`src/hw/rtl/range_fusion_velocity_estimator_assert.svh`:
```
// assertion macros shared by the range fusion velocity estimator rtl
// expects signals named clock and reset in the module that uses them
`ifndef RANGE_FUSION_VELOCITY_ESTIMATOR_ASSERT_SVH
`define RANGE_FUSION_VELOCITY_ESTIMATOR_ASSERT_SVH

// same-cycle implication, disabled while in reset
`define RFVE_ASSERT_NOW(label, ante, cons, msg) \
   label: assert property (@(posedge clock) disable iff (reset) (ante) |-> (cons)) \
      else $error(msg);

// next-cycle implication, disabled while in reset
`define RFVE_ASSERT_NEXT(label, ante, cons, msg) \
   label: assert property (@(posedge clock) disable iff (reset) (ante) |=> (cons)) \
      else $error(msg);

`endif

```
`src/hw/rtl/rfve_pkg.sv`:
```
// types, constants and helpers for the range fusion velocity estimator
// no dependencies
`default_nettype none

package rfve_pkg;

   localparam int DIST_W    = 16;
   localparam int DOP_W     = 16;
   localparam int WGT_W     = 9;
   localparam int FILT_W    = 24;
   localparam int VEL_W     = 24;
   localparam int ACC_W     = 20;
   localparam int DB_W      = 16;
   localparam int HOLD_W    = 8;
   localparam int GAIN_W    = 16;
   localparam int LIM_W     = 19;
   localparam int CSR_IDX_W  = 3;
   localparam int CSR_DATA_W = 19;

   localparam int MUL_A_W = 26;
   localparam int MUL_B_W = 18;
   localparam int PROD_W  = MUL_A_W + MUL_B_W;
   localparam int SUM_W   = 36;
   localparam int DELTA_W = FILT_W + 1;
   localparam int DIFF_W  = VEL_W + 1;
   localparam int RAW_W   = 34;

   localparam int ROUND_HALF       = 128;
   localparam int TICKS_PER_SECOND = 100;

   localparam logic [WGT_W-1:0]  Q8_ONE       = 9'd256;
   localparam logic [DIST_W-1:0] DIST_INVALID = 16'hFFFF;
   localparam logic [VEL_W-1:0]  VEL_MAX      = 24'h7FFFFF;

   localparam logic [WGT_W-1:0]  DIST_SMOOTH_RST  = 9'd179;
   localparam logic [DB_W-1:0]   SIGN_BAND_RST    = 16'd512;
   localparam logic [HOLD_W-1:0] SIGN_HOLD_RST    = 8'd50;
   localparam logic [GAIN_W-1:0] DOP_GAIN_RST     = 16'd1040;
   localparam logic [LIM_W-1:0]  ACCEL_LIMIT_RST  = 19'd327680;
   localparam logic [WGT_W-1:0]  ACCEL_SMOOTH_RST = 9'd179;

   typedef enum logic [CSR_IDX_W-1:0] {
      CSR_DIST_SMOOTH  = 3'd0,
      CSR_SIGN_BAND    = 3'd1,
      CSR_SIGN_HOLD    = 3'd2,
      CSR_DOP_GAIN     = 3'd3,
      CSR_ACCEL_LIMIT  = 3'd4,
      CSR_ACCEL_SMOOTH = 3'd5
   } csr_index_type;

   typedef enum logic [1:0] {
      KIND_NONE  = 2'd0,
      KIND_ULTRA = 2'd1,
      KIND_LIDAR = 2'd2,
      KIND_BOTH  = 2'd3
   } dist_kind_type;

   typedef enum logic [1:0] {
      SIGN_NONE    = 2'd0,
      SIGN_CLOSING = 2'd1,
      SIGN_OPENING = 2'd2
   } sign_type;

   typedef enum logic [3:0] {
      ST_IDLE,
      ST_BLEND0,
      ST_BLEND1,
      ST_FILT0,
      ST_FILT1,
      ST_SIGN,
      ST_VEL,
      ST_DIFF,
      ST_RAW,
      ST_ACC0,
      ST_ACC1
   } st_type;

   typedef struct packed {
      logic [WGT_W-1:0]  distance_smoothing;
      logic [DB_W-1:0]   sign_deadband;
      logic [HOLD_W-1:0] sign_hold_limit;
      logic [GAIN_W-1:0] doppler_gain;
      logic [LIM_W-1:0]  accel_limit;
      logic [WGT_W-1:0]  accel_smoothing;
   } cfg_type;

   typedef struct packed {
      logic [DIST_W-1:0] ultra_cm;
      logic [DIST_W-1:0] lidar_cm;
      logic [DOP_W-1:0]  doppler_scaled;
      logic [WGT_W-1:0]  weight;
      dist_kind_type     kind;
   } item_type;

   typedef struct packed {
      logic full;
      logic empty;
   } q_status_type;

   // weights above one saturate at one
   function automatic logic [WGT_W-1:0] cap_one(input logic [WGT_W-1:0] w);
      return (w > Q8_ONE) ? Q8_ONE : w;
   endfunction

endpackage

`default_nettype wire

```
`src/hw/rtl/rfve_chan_if.sv`:
```
// request, response and register write channels of the estimator
// depends on rfve_pkg
`default_nettype none

interface rfve_req_if;
   import rfve_pkg::*;
   logic              valid;
   logic              ready;
   logic [DIST_W-1:0] ultra_cm;
   logic [DIST_W-1:0] lidar_cm;
   logic [DOP_W-1:0]  doppler_scaled;
   logic [WGT_W-1:0]  fusion_weight;

   modport source (output valid, ultra_cm, lidar_cm, doppler_scaled, fusion_weight,
                   input ready);
   modport sink   (input valid, ultra_cm, lidar_cm, doppler_scaled, fusion_weight,
                   output ready);
endinterface


`default_nettype wire

```
`src/hw/rtl/rfve_front.sv`:
```
// front end: takes requests, checks the two distances and caps the weight
// depends on rfve_pkg and rfve_chan_if
`default_nettype none

module rfve_front (
   rfve_req_if.sink               req_chan,
   input  rfve_pkg::q_status_type q_status,
   output logic                   q_push,
   output rfve_pkg::item_type     q_item
);
   import rfve_pkg::*;

   logic ultra_ok;
   logic lidar_ok;

   assign ultra_ok = (req_chan.ultra_cm != '0) && (req_chan.ultra_cm != DIST_INVALID);
   assign lidar_ok = (req_chan.lidar_cm != '0) && (req_chan.lidar_cm != DIST_INVALID);

   assign req_chan.ready = !q_status.full;
   assign q_push         = req_chan.valid && !q_status.full;

   always_comb begin
      q_item.ultra_cm       = req_chan.ultra_cm;
      q_item.lidar_cm       = req_chan.lidar_cm;
      q_item.doppler_scaled = req_chan.doppler_scaled;
      q_item.weight         = cap_one(req_chan.fusion_weight);
      case ({lidar_ok, ultra_ok})
         2'b11:   q_item.kind = KIND_BOTH;
         2'b10:   q_item.kind = KIND_LIDAR;
         2'b01:   q_item.kind = KIND_ULTRA;
         default: q_item.kind = KIND_NONE;
      endcase
   end

endmodule

`default_nettype wire

```
`src/flat_wrapper.sv`:
```
// flat-port wrapper written by rule: the top's interface ports become plain ports
module rfve_front_flat import rfve_pkg::*;
  (q_status, q_push, q_item, req_chan_valid, req_chan_ultra_cm, req_chan_lidar_cm, req_chan_doppler_scaled, req_chan_fusion_weight, req_chan_ready);
  rfve_req_if req_chan_i ();
  input  rfve_pkg::q_status_type q_status;
  output logic q_push;
  output rfve_pkg::item_type q_item;
  input wire logic [$bits(req_chan_i.valid)-1:0] req_chan_valid;
  input wire logic [$bits(req_chan_i.ultra_cm)-1:0] req_chan_ultra_cm;
  input wire logic [$bits(req_chan_i.lidar_cm)-1:0] req_chan_lidar_cm;
  input wire logic [$bits(req_chan_i.doppler_scaled)-1:0] req_chan_doppler_scaled;
  input wire logic [$bits(req_chan_i.fusion_weight)-1:0] req_chan_fusion_weight;
  output wire logic [$bits(req_chan_i.ready)-1:0] req_chan_ready;
  assign req_chan_i.valid = req_chan_valid;
  assign req_chan_i.ultra_cm = req_chan_ultra_cm;
  assign req_chan_i.lidar_cm = req_chan_lidar_cm;
  assign req_chan_i.doppler_scaled = req_chan_doppler_scaled;
  assign req_chan_i.fusion_weight = req_chan_fusion_weight;
  assign req_chan_ready = req_chan_i.ready;
  rfve_front u_core (.req_chan(req_chan_i), .q_status(q_status), .q_push(q_push), .q_item(q_item));
endmodule
```
`config.mk`:
```
export PLATFORM = sky130hd
export DESIGN_NAME = rfve_front_flat
export DESIGN_NICKNAME = d
export VERILOG_FILES = /design/src/hw/rtl/range_fusion_velocity_estimator_assert.svh /design/src/hw/rtl/rfve_pkg.sv /design/src/hw/rtl/rfve_chan_if.sv /design/src/hw/rtl/rfve_front.sv /design/src/flat_wrapper.sv
export SDC_FILE = /design/constraint.sdc
export NUM_CORES = 1
export LEC_CHECK = 0
export BUFFER_PORTS_ARGS = -buffer_cell sky130_fd_sc_hd__buf_2
export CAP_MARGIN = 20
export CORE_ASPECT_RATIO = 0.9
export CORE_UTILIZATION = 25
export DETAILED_ROUTE_END_ITERATION = 10
export PLACE_DENSITY = 0.93
export SYNTH_ARGS = -nofsm -noshare
export SYNTH_HDL_FRONTEND = slang
export SYNTH_SLANG_ARGS = --single-unit
```
`constraint.sdc`:
```
create_clock -name vclk -period 0.8
set_clock_uncertainty 0.2 [all_clocks]
set_input_delay 0.04 -clock vclk [all_inputs]
set_output_delay 0.04 -clock vclk [all_outputs]
set_load 0.01 [all_outputs]
```
==> results.json <==
{
  "hold_class": "in -> out",
  "fmax_mhz": 967,
  "crit_top_cell": "buf_2",
  "register_area_um2": 0,
  "core_um2": 2010,
  "synthesis.area_um2": 562,
  "syn_area_per_cell_um2": 6.94,
  "seq_cells": 0,
  "postSynthCellCount": 81,
  "netlist-cell-type-count": 8,
  "grt_max_degree": 10,
  "ioPinCount": 121,
  "drtAntennaViolNets": 0,
  "antenna_found_initial": 0,
  "whs_ns": -0.120,
  "drtPass1Iterations": 2,
  "layout_common_cells": "buf_2, buf_6, nor2b_1",
  "cp.required_ns": 0.56,
  "fp.dieArea_um2": 2440,
  "cp.arrival_ns": 0.79,
  "ys.warnings.count": 0,
  "syn2layout_area_growth_pct": 64.4,
  "grt_pass1_wl_mm": 2.51,
  "drv_cap": 0,
  "setup_ws_ns": -0.235,
  "antennaDiodeCount": 0,
  "clock_buffers": 0,
  "routed_wl_mm": 1.83,
  "peakVddDrop_v": 0.000304,
  "pwr_density_cell_nw_per_um2": 504,
  "final_layout_size_suffix_gt1_share_pct": 82.8,
  "vias_per_cell": 4.43,
  "max_stage_delay_ns": 0.24,
  "layout_commonest_cell": "buf_2",
  "cp-end-kind": "primary output",
  "syn_nets": 141,
  "yosysSeqAreaShare_pct": 0,
  "status": "complete, but fails checks",
  "grt_usage_pct": 13.3,
  "dr.first_iter.drc_count": 4,
  "period_needed_ns": 1.03,
  "worstPathMaxFanout": 3,
  "worst_slew_pin_slew_ns": 0.215,
  "grt_overflow": 0,
  "leakage_nw": 0.473,
  "fp.dieH_um": 47.0,
  "std_cell_rows": 15,
  "hold_viol_final": 16,
  "via_count": 678,
  "initial_core_util_pct": 28.0,
  "final.period_utilization_pct": 129,
  "slew-limit-headroom_pct": 85.5,
  "critPathSlowestCell": "nor4_4",
  "die_w_um": 52.0,
  "numPortBuffers": 88,
  "dp_slack_ns": -0.323,
  "wl_per_cell_um": 12.0,
  "finalSetupViolCount": 2,
  "layout.nets": 190,
  "crit_family": "simple AND/OR/NAND/NOR gates",
  "rsz0062_at_grt": "yes",
  "dp_hpwl_mm": 1.41,
  "gp_congestion": 0.672,
  "first_global_vias": 627,
  "critPathKind": "in -> out",
  "critPathLaunchType": "primary input",
  "drv_slew": 0,
  "path_cells": "buf_2 > nor4_4 > and4_1 > nor2_1 > buf_2",
  "failed_checks": "hold timing, setup timing",
  "path_buf_inv": 2,
  "drc_errors": 0
}
-- timing repair --
action / in CTS / in global routing
pin swaps: 11 / 4
endpoints found under the setup margin: 2 / 2
resized for setup: 19 / 13
setup buffers: 0 / 1
endpoints found under the hold margin: 16 / 16
-- metrics by stage --
stage	util (%)	TNS [ns]	total power, mW	std cells	area (um2)
2_1_floorplan	-	0	0.296	81	562
3_3_place_gp	36.0	-0.564	0.367	152	722
3_5_place_dp	36.0	-0.590	0.371	152	722
4_1_cts	42.1	-0.457	0.431	152	846
5_1_grt	46.0	-0.590	0.505	153	923
6_report	46.0	-0.456	0.465	153	923
-- synth_stat cells --
cell	n	area (um2)
buf_4	48	360
nor4_1	10	62.6
nor2b_1	9	56.3
nand4_1	8	50.1
and4_1	2	17.5
nor2_1	2	7.51
clkbuf_1	1	3.75
inv_1	1	3.75
-- cell type report --
cell class	instances	area (um2)
fill	222	1080
inverter	1	3.75
multi-input combinational	31	292
tap	25	31.3
timing repair buffer	96	597
-- cells by family after synthesis --
| group | Yosys count | share of synthesized area, % |
|---|---|---|
| buffers and inverters | 50 | 65.5 |
| and+or+nand+nor | 31 | 34.5 |
-- per-layer routing --
layer  vias up  wire length [um]  share of wire (%)  GRT usage, %
met5         -                 0                  0             0
met4         0                63                3.4          4.32
met3         8               151                8.2          1.94
met2        43              1110                 60          29.0
met1       298               512                 28          12.7
li1        329                 -                  -             -
-- path summary, 6_finish.rpt --
path | startpoint | to | cells after the start
max | req_chan_ultra_cm[9] | q_item[0] | 5
min | req_chan_doppler_scaled[0] | q_item[11] | 0
-- report_power, final --
group          switching, mW  internal [mW]  total (mW)
clock                      0              0           0
combinational          0.215          0.250       0.465
sequential                 0              0           0
total                  0.215          0.250       0.465
Note: power is estimated with default switching activity, not from simulation.
