<file path="src/hw/rtl/range_fusion_velocity_estimator_assert.svh">
// assertion macros shared by the range fusion velocity estimator rtl
// expects signals named clock and reset in the module that uses them
`ifndef RANGE_FUSION_VELOCITY_ESTIMATOR_ASSERT_SVH
`define RANGE_FUSION_VELOCITY_ESTIMATOR_ASSERT_SVH

// same-cycle implication, disabled while in reset
`define RFVE_ASSERT_NOW(label, ante, cons, msg) \
   label: assert property (@(posedge clock) disable iff (reset) (ante) |-> (cons)) \
      else $error(msg);

// next-cycle implication, disabled while in reset
`define RFVE_ASSERT_NEXT(label, ante, cons, msg) \
   label: assert property (@(posedge clock) disable iff (reset) (ante) |=> (cons)) \
      else $error(msg);

`endif

</file>
<file path="src/hw/rtl/rfve_pkg.sv">
// types, constants and helpers for the range fusion velocity estimator
// no dependencies
`default_nettype none

package rfve_pkg;

   localparam int DIST_W    = 16;
   localparam int DOP_W     = 16;
   localparam int WGT_W     = 9;
   localparam int FILT_W    = 24;
   localparam int VEL_W     = 24;
   localparam int ACC_W     = 20;
   localparam int DB_W      = 16;
   localparam int HOLD_W    = 8;
   localparam int GAIN_W    = 16;
   localparam int LIM_W     = 19;
   localparam int CSR_IDX_W  = 3;
   localparam int CSR_DATA_W = 19;

   localparam int MUL_A_W = 26;
   localparam int MUL_B_W = 18;
   localparam int PROD_W  = MUL_A_W + MUL_B_W;
   localparam int SUM_W   = 36;
   localparam int DELTA_W = FILT_W + 1;
   localparam int DIFF_W  = VEL_W + 1;
   localparam int RAW_W   = 34;

   localparam int ROUND_HALF       = 128;
   localparam int TICKS_PER_SECOND = 100;

   localparam logic [WGT_W-1:0]  Q8_ONE       = 9'd256;
   localparam logic [DIST_W-1:0] DIST_INVALID = 16'hFFFF;
   localparam logic [VEL_W-1:0]  VEL_MAX      = 24'h7FFFFF;

   localparam logic [WGT_W-1:0]  DIST_SMOOTH_RST  = 9'd179;
   localparam logic [DB_W-1:0]   SIGN_BAND_RST    = 16'd512;
   localparam logic [HOLD_W-1:0] SIGN_HOLD_RST    = 8'd50;
   localparam logic [GAIN_W-1:0] DOP_GAIN_RST     = 16'd1040;
   localparam logic [LIM_W-1:0]  ACCEL_LIMIT_RST  = 19'd327680;
   localparam logic [WGT_W-1:0]  ACCEL_SMOOTH_RST = 9'd179;

   typedef enum logic [CSR_IDX_W-1:0] {
      CSR_DIST_SMOOTH  = 3'd0,
      CSR_SIGN_BAND    = 3'd1,
      CSR_SIGN_HOLD    = 3'd2,
      CSR_DOP_GAIN     = 3'd3,
      CSR_ACCEL_LIMIT  = 3'd4,
      CSR_ACCEL_SMOOTH = 3'd5
   } csr_index_type;

   typedef enum logic [1:0] {
      KIND_NONE  = 2'd0,
      KIND_ULTRA = 2'd1,
      KIND_LIDAR = 2'd2,
      KIND_BOTH  = 2'd3
   } dist_kind_type;

   typedef enum logic [1:0] {
      SIGN_NONE    = 2'd0,
      SIGN_CLOSING = 2'd1,
      SIGN_OPENING = 2'd2
   } sign_type;

   typedef enum logic [3:0] {
      ST_IDLE,
      ST_BLEND0,
      ST_BLEND1,
      ST_FILT0,
      ST_FILT1,
      ST_SIGN,
      ST_VEL,
      ST_DIFF,
      ST_RAW,
      ST_ACC0,
      ST_ACC1
   } st_type;

   typedef struct packed {
      logic [WGT_W-1:0]  distance_smoothing;
      logic [DB_W-1:0]   sign_deadband;
      logic [HOLD_W-1:0] sign_hold_limit;
      logic [GAIN_W-1:0] doppler_gain;
      logic [LIM_W-1:0]  accel_limit;
      logic [WGT_W-1:0]  accel_smoothing;
   } cfg_type;

   typedef struct packed {
      logic [DIST_W-1:0] ultra_cm;
      logic [DIST_W-1:0] lidar_cm;
      logic [DOP_W-1:0]  doppler_scaled;
      logic [WGT_W-1:0]  weight;
      dist_kind_type     kind;
   } item_type;

   typedef struct packed {
      logic full;
      logic empty;
   } q_status_type;

   // weights above one saturate at one
   function automatic logic [WGT_W-1:0] cap_one(input logic [WGT_W-1:0] w);
      return (w > Q8_ONE) ? Q8_ONE : w;
   endfunction

endpackage

`default_nettype wire

</file>
<file path="src/hw/rtl/rfve_queue.sv">
// short request queue between the classifying front and the sequencer
// depends on rfve_pkg and the assertion macro header
`default_nettype none
`include "range_fusion_velocity_estimator_assert.svh"

module rfve_queue #(
   parameter int Depth = 2
) (
   input  logic                  clock,
   input  logic                  reset,
   input  logic                  push,
   input  rfve_pkg::item_type    push_item,
   input  logic                  pop,
   output rfve_pkg::item_type    pop_item,
   output rfve_pkg::q_status_type q_status
);
   import rfve_pkg::*;

   localparam int PtrW = (Depth > 1) ? $clog2(Depth) : 1;
   localparam int CntW = $clog2(Depth + 1);

   item_type            entries_ff [Depth];
   logic [PtrW-1:0]     wr_ptr_ff, wr_ptr_in;
   logic [PtrW-1:0]     rd_ptr_ff, rd_ptr_in;
   logic [CntW-1:0]     count_ff, count_in;

   function automatic logic [PtrW-1:0] bump(input logic [PtrW-1:0] p);
      return (p == PtrW'(Depth - 1)) ? '0 : p + 1'b1;
   endfunction

   always_comb begin
      wr_ptr_in = push ? bump(wr_ptr_ff) : wr_ptr_ff;
      rd_ptr_in = pop ? bump(rd_ptr_ff) : rd_ptr_ff;
      count_in  = count_ff;
      if (push && !pop) begin
         count_in = count_ff + 1'b1;
      end else if (pop && !push) begin
         count_in = count_ff - 1'b1;
      end
   end

   always_ff @(posedge clock) begin
      if (reset) begin
         wr_ptr_ff <= '0;
         rd_ptr_ff <= '0;
         count_ff  <= '0;
      end else begin
         wr_ptr_ff <= wr_ptr_in;
         rd_ptr_ff <= rd_ptr_in;
         count_ff  <= count_in;
      end
   end

   always_ff @(posedge clock) begin
      if (push) begin
         entries_ff[wr_ptr_ff] <= push_item;
      end
   end

   assign pop_item       = entries_ff[rd_ptr_ff];
   assign q_status.full  = (count_ff == CntW'(Depth));
   assign q_status.empty = (count_ff == '0);

   `RFVE_ASSERT_NOW(a_q_push_room, push, !q_status.full, "push into a full queue")
   `RFVE_ASSERT_NOW(a_q_pop_data, pop, !q_status.empty, "pop from an empty queue")
   `RFVE_ASSERT_NEXT(a_q_holds_push, push && !pop, !q_status.empty, "pushed request lost")

endmodule

`default_nettype wire

</file>
<file path="config.mk">
export PLATFORM = sky130hd
export DESIGN_NAME = rfve_queue
export DESIGN_NICKNAME = d
export VERILOG_FILES = /design/src/hw/rtl/rfve_pkg.sv /design/src/hw/rtl/rfve_queue.sv
export VERILOG_INCLUDE_DIRS = /design/src /design/src/hw/rtl
export SDC_FILE = /design/constraint.sdc
export NUM_CORES = 1
export LEC_CHECK = 0
export ABC_AREA = 0
export BUFFER_PORTS_ARGS = -buffer_cell sky130_fd_sc_hd__buf_4
export CAP_MARGIN = 20
export CORE_UTILIZATION = 47
export DETAILED_ROUTE_END_ITERATION = 10
export PLACE_DENSITY_LB_ADDON = 0.1
export SLEW_MARGIN = 20
export SYNTH_ARGS = -nofsm -noshare
export SYNTH_HDL_FRONTEND = slang
export SYNTH_SLANG_ARGS = --single-unit
</file>
<file path="constraint.sdc">
create_clock -name clock -period 4.8 [get_ports clock]
set_clock_uncertainty 0.2 [all_clocks]
set_input_delay 1.44 -clock clock [delete_from_list [all_inputs] [get_ports clock]]
set_output_delay 1.44 -clock clock [all_outputs]
set_load 0.01 [all_outputs]
</file>
==> flow_summary.toml, run 1 <==
[placed_design]
dpl_worst_slack_ns = 1.421
portBuffers = 123
gp_congestion = 0.7327
hpwl_um = 5258

[synthesis]
ys.warnings.count = 0
synthesis.nets = 270
seq_area_frac_synth = 0.8082
synth_cells = 206
avgSynthCellArea_sq_um = 21.88
syn_area_sq_mm = 0.004508
synth_seq_cells = 123
ys_types = 17

[floorplan]
fp.coreArea_sq_mm = 0.009284
row_count = 35
die_w_um = 99.94
ioPinCount = 124
initial_core_util = 0.4856
fp.dieH_um = 99.94
die_area_sq_mm = 0.009987

[finish]
finalNetCount = 412
drive_gt1_frac = 0.6017
diodes = 0
area_growth_pct = 35.30

[critical_path]
start_kind = "flop"
critPathRequiredTime_ns = 3.16
worst_ep_arrival_time_ns = 2.22
worstSetupPathType = "flop to primary output"
crit_path_max_fanout = 31
cp-end-kind = "primary output"

[clock_tree]
ctsRootBufferMaster = "clkbuf_8"
cts_buffers = 17
hold_buffers = 0
htreeDepth = 4
post_cts_buffers = 0
cts_sinks = 123
path_clk_slew_ns = 0.05
cts-resized-gates = 0
cts_buffer_depth = 2
cts_tree = "done"
clkLatencyLatePin_ns = 0.50

[pwr]
irDropWorstVdd_mv = 0.2642
power_density_mw_per_mm2 = 435.4
leakage_nw = 2.334

[sta]
rsz0062_at_grt = "no"
drv_slew = 0
fin_crit_sh = 0.8038
setup-tns-final_ns = 0
fin_crit_ns = 3.858
max_slew_margin = 0.4717
setup_violations = 0
worst_pin_slew_ns = 0.7924
setup_slack_ns = 0.9417
fmax_mhz = 259.2
hold_viol_final = 0

[flow_run]
maxCapViolCount = 0

[detailed_routing]
route.detailed.drc = 0
vias = 2303
totalWireLength_um = 7953
viasPerCell = 4.719
post_drt_wl_per_cell_um = 16.30
ant_nets = 0
drt-pass1-iter-count = 5
drtIter0Drc = 87

[global_routing]
grt_pass1_vias = 2520
grt_pass1_wl_um = 12400
grt_max_degree = 32
track_usage = 0.1730
grt_overflow = 0
antenna_found_initial = 0

[worst_hold_path]
hold_path_class = "flop to flop"

[run_status]
status = "finished clean"
## sequential cells by signal, summed over array words and instances, names as in the netlist, named ones only
signal      count
wr_ptr_ff       1
rd_ptr_ff       1
count_ff        2
entries_ff    118
## synthesized netlist by cell type, drive strengths merged
cell type	instances	area share
buf	7	0.013
xor2	2	0.0039
nor2	5	0.0042
nor2b	2	0.0028
o21ai	1	0.0011
a21oi	1	0.0011
or3	1	0.0014
inv	1	0.00083
xnor2	2	0.0039
and2	1	0.0014
dfxtp	5	0.022
mux2	59	0.16
edfxtp	118	0.79
ha	1	0.0028
## power by group
group / internal, mW / total (mW) / switching (mW)
registers: 1.25 / 1.28 / 0.0272
logic: 0.172 / 0.302 / 0.130
clock network: 0.664 / 1.07 / 0.410
total: 2.09 / 2.66 / 0.566
## critical path, stage by stage (launching register included)
cell and delay, ns:
dfxtp_2 0.84, buf_4 0.35, mux2_2 0.37, buf_4 0.15
## placed cells by master, fill, tap and decap left out
master and instances:
mux2_2 49, a21oi_1 1, o21ai_0 1, clkbuf_16 16, clkbuf_8 1, clkinvlp_4 2
dfxtp_2 1, xor2_1 2, clkinv_1 5, nor2b_4 1, dfxtp_1 4, bufinv_16 1
nor2_1 5, inv_1 1, xnor2_1 2, clkinv_2 4, mux2_4 10, buf_4 130
and2_2 1, edfxtp_1 118, ha_1 1, clkbuf_1 1, nor2b_1 1, or3_1 1
## cells by family (layout without fill, tap and decap cells)
group,after synthesis,after routing,synth area share
flops,123,123,0.8082
buf+inv,8,161,0.01360
compound gates,2,2,0.002218
mux,59,59,0.1557
xor+xnor,4,4,0.007773
simple gates,9,9,0.009716
fa+ha+maj,1,1,0.002775
## area by class of cell
class                      instances  area (sq um)
sequential                       123          3645
fill                             676          3184
timing repair buffer             130         975.9
multi-input combinational         75         812.0
clock buffer                      18         417.9
tap                              129         161.4
clock inverter                    12         83.83
inverter                           1         3.754
## final timing paths
check                            from  cells after the start  slack, ns                          end
min reg2reg  count_ff[1]$_SDFFE_PP0P_                      2       0.31     count_ff[1]$_SDFFE_PP0P_
max reg2reg    wr_ptr_ff$_SDFFE_PP0P_                      2       2.88  entries_ff[1][30]$_DFFE_PP_
min          count_ff[1]$_SDFFE_PP0P_                      2       0.31     count_ff[1]$_SDFFE_PP0P_
max                              flop                      3       0.94                 pop_item[11]
## through the flow
step	utilization	hold WS (ns)	cell area, sq um	power, mW	std cells
floorplan	-	0.2608	4508	1.449	206
global placement	0.6030	0.2810	5598	1.602	458
detailed placement	0.6030	0.2960	5598	1.608	458
CTS	0.6570	0.3055	6100	2.683	488
global route	0.6570	0.3435	6100	2.756	488
finish	0.6570	0.3069	6100	2.656	488
## layer usage
metal  GRT usage  share of wire  vias to the layer above
met5           0              0                        -
met4     0.08258         0.0091                        0
met3     0.07521          0.065                        4
met2      0.2801           0.51                       83
met1      0.1979           0.42                     1131
li1            -              -                     1085
Power figures use the tool's default switching activity.
==> inputs of run 2 (changes only) <==
ABC_AREA = 1   (was 0)
clock period = 3.5 ns   (was 4.8 ns; I/O delays follow)
==> run 2 against run 1 <==
Net effect:
- count of clock-buffer cells in the layout rose by 2
- routed wire length decreased by 2.9%
- largest power group unchanged
- final area increased by 1.5%
- power grew 42%
- worst setup slack got worse by 0.47 ns
- sequential share of layout area is 0.87 points lower
- first-iteration DRC count decreased by 31%
- critical path depth unchanged
- clock power is 55% higher
==> flow_summary.toml, run 2 <==
[run_status]
status = "finished clean"

[synthesis]
synth_most_common_cell = "edfxtp_1"
synth_cells = 217
synth-edff-count = 118
synth_seq_cells = 123
yosys_most_used_dff = "edfxtp_1"
ys.warnings.count = 0
seq_area_frac_synth = 0.8044
async_flop_share = 0
synth_top_area_cell = "edfxtp_1"
avgSynthCellArea_sq_um = 20.87
ys_types = 17
synthesis.nets = 281
netlist.area_leader.share = 0.7823
syn_area_sq_mm = 0.004529
synthTopCellsByArea = "edfxtp_1 (78%), mux2_2 (12%), mux2_4 (3.3%), dfxtp_1 (2.2%), inv_1 (0.75%)"
synth_common_cells = "edfxtp_1 (118), mux2_2 (49), mux2_4 (10), inv_1 (9), nor2_1 (7)"

[finish]
final_cell_mix = "buf_4 (127), edfxtp_1 (118), mux2_2 (49), clkbuf_16 (16), mux2_4 (10)"
final_common_cell = "buf_4"
top_register = "entries_ff"
area_growth_pct = 36.66
finalNetCount = 421
diodes = 0
largest_reg_flops = 118
drive_gt1_frac = 0.5919
reg.largest.list = "entries_ff: 118 flops, count_ff: 2 flops"
nFillCells = 675

[sta]
setup-tns-final_ns = 0
drv_slew = 0
setup_violations = 0
fmax_mhz = 329.8
rsz0062_at_grt = "no"
worst_pin_slew_ns = 0.4763
fin_crit_sh = 0.8664
hold-worst-slack_ns = 0.3185
fin_crit_ns = 3.032
max_slew_margin = 0.6824
hold_viol_final = 0

[critical_path]
worst_ep_arrival_time_ns = 1.78
crit_path_max_fanout = 31
r2r_setup_slack_ns = 1.90
worstSetupPathType = "flop to primary output"
timing.rr.end = "entries_ff[1][17]$_DFFE_PP_"
reg2reg_depth = 3
r2r-start = "wr_ptr_ff$_SDFFE_PP0P_"
cp-endpoint = "pop_item[12]"
start_kind = "flop"
critPathRequiredTime_ns = 2.25
cp-end-kind = "primary output"

[detailed_routing]
vias = 2373
route.detailed.drc = 0
post_drt_wl_per_cell_um = 15.47
totalWireLength_um = 7719
drt-pass1-iter-count = 4
ant_nets = 0
drtIter0Drc = 60
viasPerCell = 4.756

[clock_tree]
clkLatencyLatePin_ns = 0.50
ctsRootBufferMaster = "clkbuf_8"
post_cts_buffers = 0
cts_buffers = 17
path_clk_slew_ns = 0.05
cts_buffer_depth = 2
cts_tree = "done"
cts_sinks = 123
htreeDepth = 4
cts-resized-gates = 0
hold_buffers = 0

[pwr]
pwr-share-comb = 0.106
irDropWorstVdd_mv = 0.3621
switchingPower_uw = 775.8
switching_share = 0.2052
seq_power_share = 0.456
clkPwrFrac = 0.438
internal-power_mw = 3.004
power_density_mw_per_mm2 = 610.7
leakage_nw = 2.396

[global_routing]
grt_pass1_vias = 2372
grt_overflow = 0
track_usage = 0.1607
grt_pass1_wl_um = 11580
antenna_found_initial = 0
grt_max_degree = 52

[floorplan]
ioPinCount = 124
die_area_sq_mm = 0.01003
fp.coreArea_sq_mm = 0.009284
die_w_um = 100.2
fp.dieH_um = 100.2
initial_core_util = 0.4879
row_count = 35

[worst_hold_path]
hold_path.startpoint = "rd_ptr_ff$_SDFFE_PP0P_"
hold_path_class = "flop to flop"

[placed_design]
hpwl_um = 4927
portBuffers = 123
gp_congestion = 0.6883

[flow_run]
maxCapViolCount = 0
==> run 2: cell type report <==
| type | count | area (sq um) | area share |
|---|---|---|---|
| Sequential cell | 123 | 3645 | 0.5888 |
| Timing Repair Buffer | 128 | 973.4 | 0.1573 |
| Multi-Input combinational cell | 78 | 802.0 | 0.1296 |
| Clock buffer | 20 | 425.4 | 0.06873 |
| Tap cell | 129 | 161.4 | 0.02608 |
| Clock inverter | 12 | 148.9 | 0.02406 |
| Inverter | 9 | 33.78 | 0.005458 |
==> run 2: logic make-up after synthesis <==
| logic type | count (synthesis) | synth area share |
|---|---|---|
| buffers and inverters | 16 | 0.02016 |
| AOI/OAI and AO/OA | 2 | 0.002208 |
| DFF | 123 | 0.8044 |
| muxes | 59 | 0.1550 |
| xor gates and xnor gates | 1 | 0.001934 |
| adders and majority gates | 1 | 0.002762 |
| and+or+nand+nor | 15 | 0.01354 |
==> run 2: routing by layer <==
layer | global-route usage | wire length (um) | up-vias
li1 | - | - | 1118
met1 | 0.1852 | 2988 | 1152
met2 | 0.2571 | 3969 | 90
met3 | 0.06894 | 639 | 13
met4 | 0.08138 | 121 | 0
met5 | 0 | 0 | -
==> run 2: power groups by stage <==
stage / sequential [mW] / combinational, mW / clock [mW]
final: 1.72 / 0.401 / 1.66
after global routing: 1.73 / 0.431 / 1.76
after CTS: 1.72 / 0.408 / 1.70
after detailed placement: 1.75 / 0.406 / 0
after global placement: 1.75 / 0.401 / 0
after floorplan: 1.75 / 0.207 / 0
==> run 2: critical path: stages, from the launching register on <==
cell     delay (ns)
dfxtp_2        0.33
buf_4          0.39
mux2_2         0.41
buf_4          0.15
==> run 2: stage by stage <==
stage | power (mW) | setup WS [ns] | util | cell area [sq um] | std cells
floorplan | 1.956 | 0.2764 | - | 4532 | 217
CTS | 3.827 | 0.4257 | 0.6667 | 6190 | 499
finish | 3.780 | 0.4678 | 0.6667 | 6190 | 499
global placement | 2.151 | 0.9925 | 0.6049 | 5615 | 467
detailed placement | 2.159 | 0.9743 | 0.6049 | 5615 | 467
global route | 3.920 | 0.3761 | 0.6667 | 6190 | 499
==> run 2: worst min-delay path by stage <==
stage / depth (start not counted) / end / slack (ns)
finish: 2 / flop / 0.32
global route: 2 / flop / 0.36
CTS: 2 / flop / 0.33
detailed placement: 2 / flop / 0.30
global placement: 2 / rd_ptr_ff$_SDFFE_PP0P_ / 0.30
floorplan: 2 / flop / 0.28
